==> config.mk <==
export PLATFORM = sky130hd
export DESIGN_NAME = dqs_cell
export DESIGN_NICKNAME = d
export VERILOG_FILES = /design/src/rtl/assert_macros.svh /design/src/rtl/dqs_pkg.sv /design/src/rtl/dqs_cell.sv
export SDC_FILE = /design/constraint.sdc
export NUM_CORES = 1
export LEC_CHECK = 0
export BUFFER_PORTS_ARGS = -buffer_cell sky130_fd_sc_hd__buf_2
export CELL_PAD_IN_SITES_DETAIL_PLACEMENT = 0
export CELL_PAD_IN_SITES_GLOBAL_PLACEMENT = 1
export CORE_AREA = 4 4 318 320
export CTS_BUF_LIST = sky130_fd_sc_hd__clkbuf_8
export DETAILED_ROUTE_END_ITERATION = 12
export DIE_AREA = 0 0 322 324
export PLACE_DENSITY_LB_ADDON = 0.1
export SYNTH_ARGS = -nofsm -noshare
export SYNTH_HDL_FRONTEND = slang
export SYNTH_SLANG_ARGS = --single-unit
==> constraint.sdc <==
create_clock -name clock -period 7.2 [get_ports clock]
set_input_delay 1.44 -clock clock [delete_from_list [all_inputs] [get_ports clock]]
set_output_delay 1.44 -clock clock [all_outputs]
set_load 0.01 [all_outputs]
==> src/rtl/assert_macros.svh <==
// Assertion macros shared by the deque RTL.
// No dependencies; included by files that carry concurrent assertions.
`ifndef ASSERT_MACROS_SVH
`define ASSERT_MACROS_SVH

// same-cycle implication, disabled during reset
`define DQS_ASSERT_IMPL(name, clk, rst, ante, cons, msg) \
   name: assert property (@(posedge clk) disable iff (rst) (ante) |-> (cons)) \
      else $error(msg);

// next-cycle implication, disabled during reset
`define DQS_ASSERT_NEXT(name, clk, rst, ante, cons, msg) \
   name: assert property (@(posedge clk) disable iff (rst) (ante) |=> (cons)) \
      else $error(msg);

`endif

==> src/rtl/dqs_pkg.sv <==
// Types and constants for the record deque.
// No dependencies; imported by the channel interfaces, the cell and the top level.
package dqs_pkg;

   localparam int KEY_W    = 64;
   localparam int YEAR_W   = 14;
   localparam int TEXT_W   = 64;
   localparam int OPCODE_W = 3;
   localparam int STATUS_W = 2;
   localparam int FILL_W   = 7;

   typedef enum logic [OPCODE_W-1:0] {
      OP_PUSH_REAR  = 3'd0,
      OP_PUSH_FRONT = 3'd1,
      OP_POP_FRONT  = 3'd2,
      OP_POP_REAR   = 3'd3,
      OP_SEARCH     = 3'd4,
      OP_DUMP       = 3'd5
   } opcode_type;

   typedef enum logic [STATUS_W-1:0] {
      ST_OK        = 2'd0,
      ST_EMPTY     = 2'd1,
      ST_FULL      = 2'd2,
      ST_NOT_FOUND = 2'd3
   } status_type;

   typedef enum logic {
      S_IDLE,
      S_WALK
   } state_type;

   typedef struct packed {
      logic [KEY_W-1:0]  key;
      logic [YEAR_W-1:0] year;
      logic [TEXT_W-1:0] brand;
      logic [TEXT_W-1:0] fuel;
   } record_type;

   // shift_up: take left neighbor (toward front); shift_down: take right neighbor
   typedef struct packed {
      logic shift_up;
      logic shift_down;
   } cell_ctrl_type;

   typedef struct packed {
      status_type        status;
      record_type        rec;
      logic              last;
      logic [FILL_W-1:0] fill;
   } rsp_beat_type;

endpackage

==> src/rtl/dqs_cell.sv <==
// One slot of the deque shift chain: holds a record, shifts toward either neighbor
// or loads the push record. Depends on dqs_pkg.
module dqs_cell import dqs_pkg::*; (
   input  logic          clock,
   input  cell_ctrl_type ctrl,
   input  logic          load_en,
   input  record_type    push_rec,
   input  record_type    left_rec,
   input  record_type    right_rec,
   output record_type    rec_out
);

   record_type rec_ff;
   record_type rec_in;

   always_comb begin
      priority if (ctrl.shift_up) begin
         rec_in = left_rec;
      end else if (ctrl.shift_down) begin
         rec_in = right_rec;
      end else if (load_en) begin
         rec_in = push_rec;
      end else begin
         rec_in = rec_ff;
      end
   end

   always_ff @(posedge clock) begin
      rec_ff <= rec_in;
   end

   assign rec_out = rec_ff;

endmodule

==> metrics.md <==
| Metric | Value |
|---|---|
| Total GRT Usage | 9.930% |
| Vias/cell | 3.311 |
| Yosys reg bits | 206 |
| Share of layout cells above drive strength 1 | 50.95% |
| Register area | 6186 µm² |
| Most frequent cells in the layout | buf_2, mux2i_1, nand2_1, edfxtp_1, o21ai_1 |
| Sequential area share after synthesis | 59.10% |
| Vias in the first global route | 10,720 |
| Synth unique cells | 10 |
| Post-DP Area | 15,920 µm² |
| CP endpoint kind | register |
| Commonest non-fill, non-tap cell in the layout | buf_2 |
| Min Tclk post-route | 3.340 ns |
| Max_cap viols | 0 |
| Syn Inst Count | 894 |
| Iter 0 DRT Violations | 329 |
| Setup TNS | 0 ns |
| Synth Area per Inst | 11.71 µm² |
| Worst Setup EP | rec_out[133]$_DFFE_PP_ |
| Hpwl dp | 44.36 mm |
| Max Clk Rate | 299.4 MHz |
| Placed insts | 2,946 |
| Max reg flops | 206 |
| Critical path launch point | ctrl[0] |
| First-pass GRT wire length | 74.38 mm |
| Cell breakdown of the critical path | buf_8 > or3_4 > buf_4 |
| Routability cong. | 0.7481 |
| Slew at the pin closest to its max-slew limit | 1.100 ns |
| Drt first pass iters | 4 |
| Die ar. | 104,300 µm² |
| Area Overhead vs Synth | 60.13% |
| CP max stage delay | 0.76 ns |
| Die Ht | 324 µm |
| Fillcell total | 11,140 |
| CTS Hold Buffers Added | 0 |
| Nets@finish | 2,331 |
| CTS clk-pin slew, worst paths | 0.06 ns |
| CP Data Required Time | 7.41 ns |
| Worst hold path class | input pin to register |
| Unrepaired setup endpoints after global routing | false |
| Total global routing overflow | 0 |
| Critical path's slowest cell | buf_4 |
| DR vias | 10,050 |
| Final hold violation count | 0 |
| Post-Route WL | 56.28 mm |
| Fin area | 16,760 µm² |
| Post-CTS Setup Bufs | 0 |
| Crit Path Class | input pin to register |
| CTS tree | built |
| H-tree levels | 2 |
| CP Launch Type | input pin |
| Status | finished, final reports clean |
| Longest Clk Path Bufs | 3 |
| Starting density of the core | 10.67% |
| Rows | 115 |
| TritonCTS buffer count | 48 |
| Power density cells | 205.4 nW/µm² |
| Max-Slew Margin vs Limit | 26.68% |
| Worst IR Drop VDD | 0.08989 mV |
| Pleak | 7.946 nW |
| Antenna violations before repair | 25 |
| Port Buf Inserts | 827 |
| Final setup viols | 0 |
| Yosys warning total | 0 |
| Final core occ | 17.08% |
| Crit path max fanout | 61 |
| CTS root buffer | clkbuf_8 |
| IO Pins | 828 |
| Final worst-path cycle share | 46.38% |
| Layout Cells excl Fill | 3,035 |
| Chip Width | 322 µm |
| WL per Instance | 18.54 µm |
| Synth Cell Area | 10,470 µm² |
| Core area | 98,130 µm² |
| WP data arrival | 3.55 ns |
| Clock sink total | 206 |
| Area of the multi-input gates | 3877 µm² |
| DRC Markers | 0 |
| Post-CTS resize count | 0 |
| Syn nets | 1,516 |
| Routed Antenna Nets | 0 |
| Max-slew violations | 0 |
| Largest net degree at the start of global routing | 188 |
-- metrics by stage --
step	hold WS (ns)	power [W]	setup slack [ns]
after CTS	0.9940	0.003583	3.854
after global routing	1.033	0.003673	3.776
after global placement	1.719	0.002260	3.188
after detailed placement	1.723	0.002251	3.135
final	1.116	0.003442	3.860
after floorplan	1.631	0.001832	0.4410
-- worst max-delay path: cells and delay by family --
kind / cells / cell delay, ns
buffers and inverters: 2 / 1.19
AND/OR/NAND/NOR: 1 / 0.74
-- cell type report --
cell class,instances,share of cell area (%)
flip-flops and latches,206,36.91
repair buffers,834,25.35
multi-input cells,619,23.14
well taps,1287,9.608
clock buffers,49,4.024
clock inverters,29,0.8063
diodes,11,0.1642
-- layer usage --
layer  vias up  wire [µm]  GRT usage (%)
met3        99       5869          4.523
li1       4923          -              -
met5         -        126              0
met1      4493      18690          9.155
met2       514      30350          19.51
met4        20       1243          2.758
-- how the worst min path moves through the flow --
stage | depth (start not counted) | startpoint | to | slack, ns
floorplan | 2 | left_rec[0] | rec_out[0]$_DFFE_PP_ | 1.63
global placement | 3 | left_rec[41] | rec_out[41]$_DFFE_PP_ | 1.72
detailed placement | 3 | left_rec[29] | rec_out[29]$_DFFE_PP_ | 1.72
CTS | 3 | left_rec[149] | rec_out[149]$_DFFE_PP_ | 0.99
global route | 3 | left_rec[98] | rec_out[98]$_DFFE_PP_ | 1.03
finish | 3 | left_rec[111] | rec_out[111]$_DFFE_PP_ | 1.12
-- Yosys cell counts (all sizes together) --
library cell | count | area, µm²
o21ai | 206 | 1031
buf | 34 | 276.5
clkbuf | 35 | 131.4
nand2 | 206 | 773.2
edfxtp | 206 | 6186
mux2i | 206 | 2062
or3 | 1 | 6.260
-- cells by family (layout without fill, tap and decap cells) --
logic type             count (synthesis)  in the layout  synth area share, %
AND/OR/NAND/NOR                      207            207                7.448
flip-flops                           206            206                59.10
multiplexers                         206            206                19.70
AO/OA/AOI/OAI                        206            206                9.850
buffers and inverters                 69            912                3.897
other                                  0             11                    0
-- power by group --
group	internal (W)	total, W	switching [W]
clock	0.000651	0.00124	0.000593
sequential	0.00148	0.00152	0.0000347
combinational	0.000303	0.000682	0.000379
Power figures use the tool's default switching activity.
